<file path="src/rtl/assert_macros.svh">
// assert_macros.svh: assertion helpers for the stream pattern masker.
// Expects clk_i and rst_ni in the scope of use.
`ifndef ASSERT_MACROS_SVH
`define ASSERT_MACROS_SVH

// clocked property check, off while in reset
`define SMK_ASSERT(label, prop, msg) \
  label: assert property (@(posedge clk_i) disable iff (!rst_ni) (prop)) else $error(msg);

// condition must never hold
`define SMK_NEVER(label, cond, msg) \
  `SMK_ASSERT(label, !(cond), msg)

`endif

</file>
<file path="src/rtl/smk_pkg.sv">
// smk_pkg: types and constants of the stream pattern masker.
// No dependencies; used by all modules under rtl.
package smk_pkg;

  localparam int unsigned CFG_IDX_W  = 1;
  localparam int unsigned CFG_DATA_W = 64;
  localparam int unsigned LEN_W      = 4;

  localparam logic [CFG_IDX_W-1:0] CFG_PATTERN_BYTES  = 1'b0;
  localparam logic [CFG_IDX_W-1:0] CFG_PATTERN_LENGTH = 1'b1;

  localparam logic [7:0] STAR_BYTE = 8'd42;

  typedef struct packed {
    logic [7:0] data_byte;
    logic       end_of_stream;
  } in_item_t;

  typedef struct packed {
    logic [7:0] out_byte;
    logic       last_of_run;
    logic       stream_done;
  } out_item_t;

  typedef struct packed {
    logic [CFG_DATA_W-1:0] pattern_bytes;
    logic [LEN_W-1:0]      eff_len;
  } cfg_t;

endpackage

</file>
<file path="src/rtl/smk_cfg.sv">
// smk_cfg: pattern configuration registers and clamped pattern length.
// Depends on smk_pkg.
module smk_cfg #(
  parameter int unsigned MAX_PATTERN = 8
) (
  input  logic                             clk_i,
  input  logic                             rst_ni,
  input  logic                             cfg_we_i,
  input  logic [smk_pkg::CFG_IDX_W-1:0]    cfg_idx_i,
  input  logic [smk_pkg::CFG_DATA_W-1:0]   cfg_wdata_i,
  output smk_pkg::cfg_t                    cfg_o
);

  localparam int unsigned LW = smk_pkg::LEN_W;

  logic [smk_pkg::CFG_DATA_W-1:0] pattern_q;
  logic [LW-1:0]                  len_q;
  logic [LW-1:0]                  eff_len;

  always_ff @(posedge clk_i or negedge rst_ni) begin
    if (!rst_ni) begin
      pattern_q <= '0;
      len_q     <= LW'(1);
    end else if (cfg_we_i) begin
      unique case (cfg_idx_i)
        smk_pkg::CFG_PATTERN_BYTES:  pattern_q <= cfg_wdata_i;
        smk_pkg::CFG_PATTERN_LENGTH: len_q     <= cfg_wdata_i[LW-1:0];
      endcase
    end
  end

  always_comb begin
    eff_len = len_q;
    if (len_q == '0) begin
      eff_len = LW'(1);
    end else if (len_q > LW'(MAX_PATTERN)) begin
      eff_len = LW'(MAX_PATTERN);
    end
  end

  assign cfg_o.pattern_bytes = pattern_q;
  assign cfg_o.eff_len       = eff_len;

endmodule

</file>
<file path="src/rtl/smk_step.sv">
// smk_step: one decision on the pending window: star, passed byte or flush byte.
// Depends on smk_pkg.
module smk_step #(
  parameter int unsigned MAX_PATTERN = 8,
  localparam int unsigned FILL_W = $clog2(MAX_PATTERN + 1)
) (
  input  logic [7:0]                      win_i [MAX_PATTERN],
  input  logic [FILL_W-1:0]               fill_i,
  input  logic [FILL_W-1:0]               stars_i,
  input  logic                            eos_i,
  input  smk_pkg::cfg_t                   cfg_i,
  output logic [7:0]                      win_o [MAX_PATTERN],
  output logic [FILL_W-1:0]               fill_o,
  output logic [FILL_W-1:0]               stars_o,
  output logic [7:0]                      byte_o,
  output logic                            more_o
);

  localparam int unsigned LW = smk_pkg::LEN_W;

  logic          hit;
  logic [LW-1:0] fill_w;
  logic [LW-1:0] fill_nw;

  assign fill_w  = LW'(fill_i);
  assign fill_nw = LW'(fill_o);

  always_comb begin
    hit = 1'b1;
    for (int k = 0; k < MAX_PATTERN; k++) begin
      if (LW'(k) < cfg_i.eff_len && win_i[k] != cfg_i.pattern_bytes[8*k +: 8]) begin
        hit = 1'b0;
      end
    end

    // drop the oldest byte
    for (int k = 0; k < MAX_PATTERN - 1; k++) begin
      win_o[k] = win_i[k+1];
    end
    win_o[MAX_PATTERN-1] = win_i[MAX_PATTERN-1];
    fill_o = (fill_i != '0) ? fill_i - FILL_W'(1) : '0;

    byte_o  = win_i[0];
    stars_o = '0;
    if (stars_i != '0) begin
      byte_o  = smk_pkg::STAR_BYTE;
      stars_o = stars_i - FILL_W'(1);
    end else if (fill_w >= cfg_i.eff_len && hit) begin
      byte_o  = smk_pkg::STAR_BYTE;
      stars_o = FILL_W'(cfg_i.eff_len - LW'(1));
    end
  end

  assign more_o = (stars_o != '0) || (fill_nw >= cfg_i.eff_len) || (eos_i && fill_o != '0);

endmodule

</file>
<file path="src/rtl/stream_pattern_masker.sv">
// stream_pattern_masker: replaces each leftmost non-overlapping pattern hit by stars.
// Depends on smk_pkg, smk_cfg, smk_step and assert_macros.svh.
//
//  channel | direction | handshake             | payload
//  in      | input     | in_valid_i/in_stall_o  | smk_pkg::in_item_t
//  out     | output    | out_valid_o/out_stall_i| smk_pkg::out_item_t
//  cfg     | input     | cfg_we_i               | cfg_idx_i, cfg_wdata_i
//
// One result per cycle while out_stall_i is low; an item leading to no match lets bytes
// stream at one per cycle. A hit of L bytes gives L stars, one a cycle from the
// output register while out_stall_i is low, and the input stalls until the run ends.
// Each item passes the input register, then the output register, before it transfers out.
// Reset is asynchronous; it empties the window and loads the default pattern.
`include "assert_macros.svh"

module stream_pattern_masker #(
  parameter int unsigned MAX_PATTERN = 8
) (
  input  logic                             clk_i,
  input  logic                             rst_ni,
  input  logic                             in_valid_i,
  output logic                             in_stall_o,
  input  smk_pkg::in_item_t                in_data_i,
  output logic                             out_valid_o,
  input  logic                             out_stall_i,
  output smk_pkg::out_item_t               out_data_o,
  input  logic                             cfg_we_i,
  input  logic [smk_pkg::CFG_IDX_W-1:0]    cfg_idx_i,
  input  logic [smk_pkg::CFG_DATA_W-1:0]   cfg_wdata_i
);

  localparam int unsigned FILL_W = $clog2(MAX_PATTERN + 1);
  localparam int unsigned LW     = smk_pkg::LEN_W;

  smk_pkg::cfg_t      cfg;
  smk_pkg::in_item_t  in_q;
  smk_pkg::out_item_t out_q;
  logic               in_vld_q, out_vld_q, run_q, eos_q;
  logic [FILL_W-1:0]  fill_q, stars_q;
  logic [7:0]         win_q [MAX_PATTERN];

  logic [7:0]         win_a [MAX_PATTERN];
  logic [FILL_W-1:0]  fill_a;
  logic [7:0]         src_win [MAX_PATTERN];
  logic [FILL_W-1:0]  src_fill, src_stars;
  logic               src_eos;
  logic [7:0]         stp_win [MAX_PATTERN];
  logic [FILL_W-1:0]  stp_fill, stp_stars;
  logic [7:0]         stp_byte;
  logic               stp_more;
  logic               out_free, need_step, do_step, in_take, in_xfer;

  smk_cfg #(.MAX_PATTERN(MAX_PATTERN)) u_cfg (
    .clk_i       (clk_i),
    .rst_ni      (rst_ni),
    .cfg_we_i    (cfg_we_i),
    .cfg_idx_i   (cfg_idx_i),
    .cfg_wdata_i (cfg_wdata_i),
    .cfg_o       (cfg)
  );

  // append the held input byte behind the pending ones
  always_comb begin
    for (int k = 0; k < MAX_PATTERN; k++) begin
      win_a[k] = win_q[k];
      if (FILL_W'(k) == fill_q) begin
        win_a[k] = in_q.data_byte;
      end
    end
    fill_a = (fill_q < FILL_W'(MAX_PATTERN)) ? fill_q + FILL_W'(1) : fill_q;
  end

  always_comb begin
    if (run_q) begin
      src_win   = win_q;
      src_fill  = fill_q;
      src_stars = stars_q;
      src_eos   = eos_q;
    end else begin
      src_win   = win_a;
      src_fill  = fill_a;
      src_stars = '0;
      src_eos   = in_q.end_of_stream;
    end
  end

  smk_step #(.MAX_PATTERN(MAX_PATTERN)) u_step (
    .win_i   (src_win),
    .fill_i  (src_fill),
    .stars_i (src_stars),
    .eos_i   (src_eos),
    .cfg_i   (cfg),
    .win_o   (stp_win),
    .fill_o  (stp_fill),
    .stars_o (stp_stars),
    .byte_o  (stp_byte),
    .more_o  (stp_more)
  );

  assign out_free  = !out_vld_q || !out_stall_i;
  assign need_step = run_q ||
                     (in_vld_q && (LW'(fill_a) >= cfg.eff_len || in_q.end_of_stream));
  assign do_step   = need_step && out_free;
  assign in_take   = !run_q && in_vld_q && (!need_step || out_free);
  assign in_stall_o = in_vld_q && !in_take;
  assign in_xfer    = in_valid_i && !in_stall_o;

  always_ff @(posedge clk_i or negedge rst_ni) begin
    if (!rst_ni) begin
      in_vld_q  <= 1'b0;
      out_vld_q <= 1'b0;
      run_q     <= 1'b0;
      eos_q     <= 1'b0;
      fill_q    <= '0;
      stars_q   <= '0;
    end else begin
      in_vld_q <= in_xfer || (in_vld_q && !in_take);
      if (do_step) begin
        run_q   <= stp_more;
        eos_q   <= src_eos;
        fill_q  <= stp_fill;
        stars_q <= stp_stars;
      end else if (in_take) begin
        run_q   <= 1'b0;
        eos_q   <= in_q.end_of_stream;
        fill_q  <= fill_a;
        stars_q <= '0;
      end
      if (do_step) begin
        out_vld_q <= 1'b1;
      end else if (!out_stall_i) begin
        out_vld_q <= 1'b0;
      end
    end
  end

  // payload, no reset
  always_ff @(posedge clk_i) begin
    if (in_xfer) begin
      in_q <= in_data_i;
    end
    if (do_step) begin
      win_q <= stp_win;
      out_q <= '{out_byte: stp_byte, last_of_run: !stp_more,
                 stream_done: !stp_more && src_eos};
    end else if (in_take) begin
      win_q <= win_a;
    end
  end

  assign out_valid_o = out_vld_q;
  assign out_data_o  = out_q;

  `SMK_NEVER(a_fill_bound, fill_q > FILL_W'(MAX_PATTERN), "window fill beyond depth")
  `SMK_ASSERT(a_stars_run, (stars_q != '0) |-> run_q, "stars pending outside a run")
  `SMK_ASSERT(a_no_take_in_run, run_q |-> !in_take, "input taken during a run")
  `SMK_ASSERT(a_last_ends_run, do_step |=> (out_q.last_of_run == !run_q),
              "last_of_run out of step with run state")
  `SMK_ASSERT(a_done_is_last, (out_vld_q && out_q.stream_done) |-> out_q.last_of_run,
              "stream_done without last_of_run")

endmodule

</file>
<file path="config.mk">
export PLATFORM = sky130hd
export DESIGN_NAME = stream_pattern_masker
export DESIGN_NICKNAME = d
export VERILOG_FILES = /design/src/rtl/smk_pkg.sv /design/src/rtl/smk_cfg.sv /design/src/rtl/smk_step.sv /design/src/rtl/stream_pattern_masker.sv
export VERILOG_INCLUDE_DIRS = /design/src /design/src/rtl
export SDC_FILE = /design/constraint.sdc
export NUM_CORES = 1
export LEC_CHECK = 0
export ABC_AREA = 1
export BUFFER_PORTS_ARGS = -buffer_cell sky130_fd_sc_hd__buf_2
export CAP_MARGIN = 20
export CORE_MARGIN = 2
export CORE_UTILIZATION = 55
export DETAILED_ROUTE_END_ITERATION = 6
export MAX_ROUTING_LAYER = met4
export PLACE_DENSITY_LB_ADDON = 0.2
export SLEW_MARGIN = 20
export SYNTH_ARGS = -nofsm -noshare
export SYNTH_HDL_FRONTEND = slang
export SYNTH_SLANG_ARGS = --single-unit
</file>
<file path="constraint.sdc">
create_clock -name clk_i -period 7.91 [get_ports clk_i]
set_input_delay 0.3955 -clock clk_i [delete_from_list [all_inputs] [get_ports clk_i]]
set_output_delay 0.3955 -clock clk_i [all_outputs]
set_load 0.01 [all_outputs]
</file>
## Yosys cells after proc, flatten, opt, wreduce, memory -nomap -nowiden

Index checks and enable logic that the tools add are counted.

- Register bits after elaboration: 163
- Bits of input ports: 79
- Output and inout port bits: 12

- Add/subtract/negate cells: 4
- $lt $le $gt $ge: 13
- Equal/unequal tests: 16
- Mux-type cells: 38
- Bitwise logic cells: 1
- Reduce and logical (&&, ||, !) cells: 41

Operators by type and width:

| operator | number |
|---|---|
| $mux W64 | 3 |
| $mux W8 | 8 |
| $ne A8 B8 Y1 | 8 |
| $mux W4 | 12 |
| $logic_and A1 B1 Y1 | 17 |
| $eq A3 B4 Y1 const A | 4 |
| $lt A3 B4 Y1 const A | 4 |
| $reduce_bool A4 Y1 | 4 |
| $mux W1 | 15 |
| $ge A4 B4 Y1 | 3 |
| $sub A4 B1 Y4 const B | 3 |
| $eq A2 B4 Y1 const A | 2 |
| $logic_not A4 Y1 | 2 |
| $lt A1 B4 Y1 const A | 2 |
| $lt A2 B4 Y1 const A | 2 |
| $logic_not A1 Y1 | 7 |
| $logic_or A1 B1 Y1 | 7 |
| $add A4 B1 Y4 const B | 1 |
| $eq A1 B4 Y1 const A | 1 |
| $gt A4 B4 Y1 const B | 1 |
| $lt A4 B4 Y1 const B | 1 |
| $reduce_and A2 Y1 | 2 |
| $ne A2 B1 Y1 const B | 1 |
| $reduce_bool A2 Y1 | 1 |
| other kinds (2) | 2 |

## Logic depth before layout (Yosys ltp)

- Depth in word-level cells: 21
- Depth in mapped cells: 24
- Depth with buffers taken out: 23

## Hierarchy

A second synthesis with hierarchy kept.

- Cell total of the unflattened synthesis: 1499
- Area, all modules: 10815.4 sq um

By module, submodules not included:

| module | times used | cells an instance | area an instance (sq um) | sequential area each (sq um) |
|---|---|---|---|---|
| stream_pattern_masker | 1 | 783 | 5933.2 | 2792.7 |
| smk_cfg | 1 | 301 | 2702.6 | 1702.9 |
| smk_step | 1 | 415 | 2179.6 | 0.0 |

## Worst setup path after synthesis

Ideal clock, no wire load.

- Path type: reg-to-reg
- From: register fill_q[0]
- To: register win_q[0] (netlist bit) (enable)
- Library setup time: 421 ps
- Data arrival time: 3856 ps
- Data required time: 7489 ps
- Setup slack: 3632 ps
- Stages on the path, launching flop included: 15
- Path buffers: 2
- Clock period less this slack: 4278 ps
- Path through: dfrtp_1 > ha_1 > clkbuf_1 > clkbuf_1 > nand2_1 > nand2_1 > nand2_1 > inv_1 > ha_1 > o21a_1 > o21ai_0 > nand2_1 > a211oi_1 > nor2_1 > inv_1

- Longest elaborated chain between the ends: 10
- Elaborated cells between the ends (all ways): 12
- Classes of those cells: 1 x add/sub; 2 x order compare; 1 x mux; 8 x reduce/logical

RTL lines:

| item | line | RTL |
|---|---|---|
| start: declaration | stream_pattern_masker.sv:39 | `logic [FILL_W-1:0] fill_q, stars_q;` |
| start signal: assignment | stream_pattern_masker.sv:121 | `fill_q <= stp_fill;` |
| start signal: assignment | stream_pattern_masker.sv:126 | `fill_q <= fill_a;` |
| $add A4 B1 Y4 or $lt A4 B4 Y1 (tied branches) | stream_pattern_masker.sv:70 | `fill_a = (fill_q < FILL_W'(MAX_PATTERN)) ? fill_q + FILL_W'(1) : fill_q;` |
| $mux W4 * | stream_pattern_masker.sv:70 |  |
| $ge A4 B4 Y1 * | stream_pattern_masker.sv:102 | `(in_vld_q && (LW'(fill_a) >= cfg.eff_len \|\| in_q.end_of_stream));` |
| $logic_or A1 B1 Y1 * | stream_pattern_masker.sv:102 |  |
| $logic_and A1 B1 Y1 * | stream_pattern_masker.sv:102 |  |
| $logic_or A1 B1 Y1 * | stream_pattern_masker.sv:101 | `assign need_step = run_q \|\|` |
| $logic_not A1 Y1 | stream_pattern_masker.sv:104 | `assign in_take = !run_q && in_vld_q && (!need_step \|\| out_free);` |
| $logic_or A1 B1 Y1 | stream_pattern_masker.sv:104 |  |
| $logic_and A1 B1 Y1 | stream_pattern_masker.sv:104 |  |
| $reduce_bool A2 Y1 (no line) * | -- |  |
| end signal: assignment | stream_pattern_masker.sv:143 | `win_q <= stp_win;` |
| end signal: assignment | stream_pattern_masker.sv:147 | `win_q <= win_a;` |
| end: declaration | stream_pattern_masker.sv:40 | `logic [7:0] win_q [MAX_PATTERN];` |

Every way passes the cells marked *; elsewhere a longest branch is shown, timed or not.
A chain may end at the register's enable or synchronous reset.

## Final worst setup path

- From: register fill_q[0]
- To: register win_q[13] (netlist bit) (enable)

Same word-level chain as after synthesis.

==> results.yml <==
yosys:
  synth_area_leaders: "edfxtp_1, dfrtp_1, nand2_1"
  avgSynthCellArea_um2: 7.25
  synth_top_area_share_pct: 23.6
  synth.distinct_cells: 40
  synthCells: 1459
  syn-num-nets: 1560
  ys_ff_latch: 163
  synth.largest_area_cell: "edfxtp_1"
  syn-cell-area_um2: 10600
  synth-seq-area-share_pct: 42.5
  yosys_warnings: 0
drt:
  drt-total-wl_um: 28300
  ant_nets: 0
  drtIter0Drc: 906
  drc: 0
  wl_per_cell_um: 16.2
  vias_per_cell: 5.68
  dr.pass1.iters: 5
  vias: 9960
critical_path:
  r2r_start: "fill_q[0]$_DFFE_PN0P_"
  rrSetupSlack_ps: 3170
  r2r_end: "win_q[13]$_DFFE_PP_"
  arrival_ps: 4850
  cp-startpoint: "fill_q[0]$_DFFE_PN0P_"
  required_ps: 8030
  critPathMaxFanout: 50
  startpoint_type: "flip-flop"
  worst_setup_path_end_kind: "flip-flop"
  reg2reg_depth: 12
  critical_path_class: "reg2reg"
global_route:
  grt_use_met2_pct: 46.7
  grt_pass1_vias: 9420
  grt_pass1_wl_um: 45900
  track_usage_pct: 29.6
  overflow: 0
  grt.busiest_layer: "met2"
  use_met3_pct: 4.63
  grt_max_degree: 87
  use_met1_pct: 39.1
  antenna_found_initial: 0
finish:
  final_cell_mix: "nand2_1, nand3_1, inv_1"
  fin_nets: 1606
  syn_to_final_growth_pct: 10.1
  utilization_pct: 62.1
  final_common_cell: "nand2_1"
  antenna_cells: 0
  drive_gt1_share_pct: 13.2
sta:
  hold_viol: 0
  setup_viol: 0
  period_share_pct: 59.9
  finalSetupTns_ps: 0
  fin_crit_ps: 4740
  fmax_mhz: 211
  skew_ps: 9.64
  worst_slew_pin_slew_ps: 918
  drv_slew: 0
  timing.slew.headroom_pct: 38.8
  rsz0062_at_grt: "no"
clocking:
  numCtsBuffers: 17
  clk_pin_slew_worst_paths_ps: 70
  cts.path.max_buffers: 2
  clock_latency_ps: 440
  cts_tree: "built"
  postCtsSetupBuffers: 0
  clkSinkCount: 163
  htreeDepth: 4
  clockRootBuffer: "clkbuf_16"
die:
  dieArea_um2: 20400
  core-area_um2: 18800
  fp.dieW_um: 143
  io_pins: 91
  rows: 50
  die_h_um: 143
  initial_utilization_pct: 56.4
placed_design:
  numPortBuffers: 90
  gp_congestion: 0.895
  dp_hpwl_um: 19000
power_and_ir_drop:
  leakage_uw: 0.00585
  p_per_area_nw_per_um2: 454
  ir_drop_mv: 0.337
hold_path:
  hp-class: "in2reg"
  hold_start: "in_data_i[3]"
  holdPathEnd: "in_q[3]$_DFFE_PP_"
  worst_hold_path.num_cells: 1
run:
  maxCapViolations: 0
outcome:
  outcome: "completed"
-- Yosys cell counts --
master,count
o211ai_2,2
a21boi_0,1
nor2_1,108
buf_6,4
nor2_4,1
a2111oi_0,1
inv_1,134
buf_1,13
nand2_1,470
nor3_1,1
nand3b_1,20
a22o_1,3
nand3_2,2
o22ai_1,2
clkbuf_2,1
clkinv_1,1
nand3_1,221
a21boi_2,1
buf_2,21
o221ai_1,1
dfrtp_1,79
inv_2,4
mux2_2,15
o21a_1,2
xor2_1,1
o21ai_1,6
o21ai_0,38
ha_1,22
nor2_2,1
clkbuf_1,27
or2_2,33
nand2_2,4
a21oi_1,75
buf_4,6
nand4_1,11
edfxtp_1,83
a31oi_1,34
a211oi_1,1
o211ai_1,8
dfstp_2,1
-- power breakdown --
group	internal, µW	leakage [µW]	total [µW]	switching (µW)
Sequential	1390	0.00174	1610	211
Clock	464	0.000274	838	374
Combinational	919	0.00384	2840	1930
Total	2780	0.00585	5290	2510
-- layout make-up --
type                       count  area, µm²
fill                        1721       7120
clock buffer                  19        464
multi-input combinational   1085       5220
timing repair buffer          99        523
clock inverter                13        123
sequential                   163       4500
inverter                     139        526
tap                          234        293
-- sequential cells by signal, summed over array words and instances (netlist names) --
signal           count
u_cfg.pattern_q     64
win_q               64
out_data_o          10
in_q                 9
fill_q               4
stars_q              4
u_cfg.len_q          4
eos_q                1
in_vld_q             1
out_valid_o          1
run_q                1
-- through the flow --
step                      worst slack (ps)  hold WS, ps  area (µm²)  std cells  total power [µW]
final                                 3170          129       11600       1752              5290
after global routing                  2830          110       11600       1752              5750
after CTS                             3200          118       11600       1752              5270
after detailed placement              3230          360       11100       1719              4410
after global placement                3050          359       11000       1719              4340
after floorplan                       3630         99.9       10600       1459              3760
-- worst max-delay path, cell delays in order, from the launching register on --
cell,delay [ps]
dfrtp_1,450
ha_1,650
nand3_2,400
nand2_1,210
inv_1,70
ha_1,290
o21a_1,100
o21ai_0,150
nand2_1,100
a211oi_1,680
nor2_1,270
inv_4,570
buf_4,410
-- routing by layer --
layer,share of wire (%),vias to the layer above
met5,0,-
met4,3.2,0
met3,6.3,69
met2,47,388
met1,44,4576
li1,-,4927
-- kinds of logic (layout without fill, tap and decap cells) --
| family | after synthesis | after routing | share of synthesized area (%) |
|---|---|---|---|
| and+or+nand+nor | 872 | 872 | 35.6 |
| adders and majority gates | 22 | 22 | 2.60 |
| muxes | 15 | 15 | 1.60 |
| xor gates and xnor gates | 1 | 1 | 0.0828 |
| DFF | 163 | 163 | 42.5 |
| buffers and inverters | 211 | 270 | 8.24 |
| AOI/OAI and AO/OA | 175 | 175 | 9.37 |
-- how the worst max path moves through the flow --
stage / end / slack, ps / depth (start not counted)
after floorplan: win_q[0]$_DFFE_PP_ / 3630 / 14
after global placement: win_q[3]$_DFFE_PP_ / 3050 / 12
after detailed placement: win_q[3]$_DFFE_PP_ / 3230 / 12
after CTS: win_q[5]$_DFFE_PP_ / 3200 / 12
after global routing: win_q[13]$_DFFE_PP_ / 2830 / 12
final: win_q[13]$_DFFE_PP_ / 3170 / 12
-- timing repair --
action | in CTS | in global routing
resized for setup | 0 | 0
endpoints found under the hold margin | 28 | 0
hold buffers | 1 | 0
No activity file was read; power rests on OpenSTA's default activity.
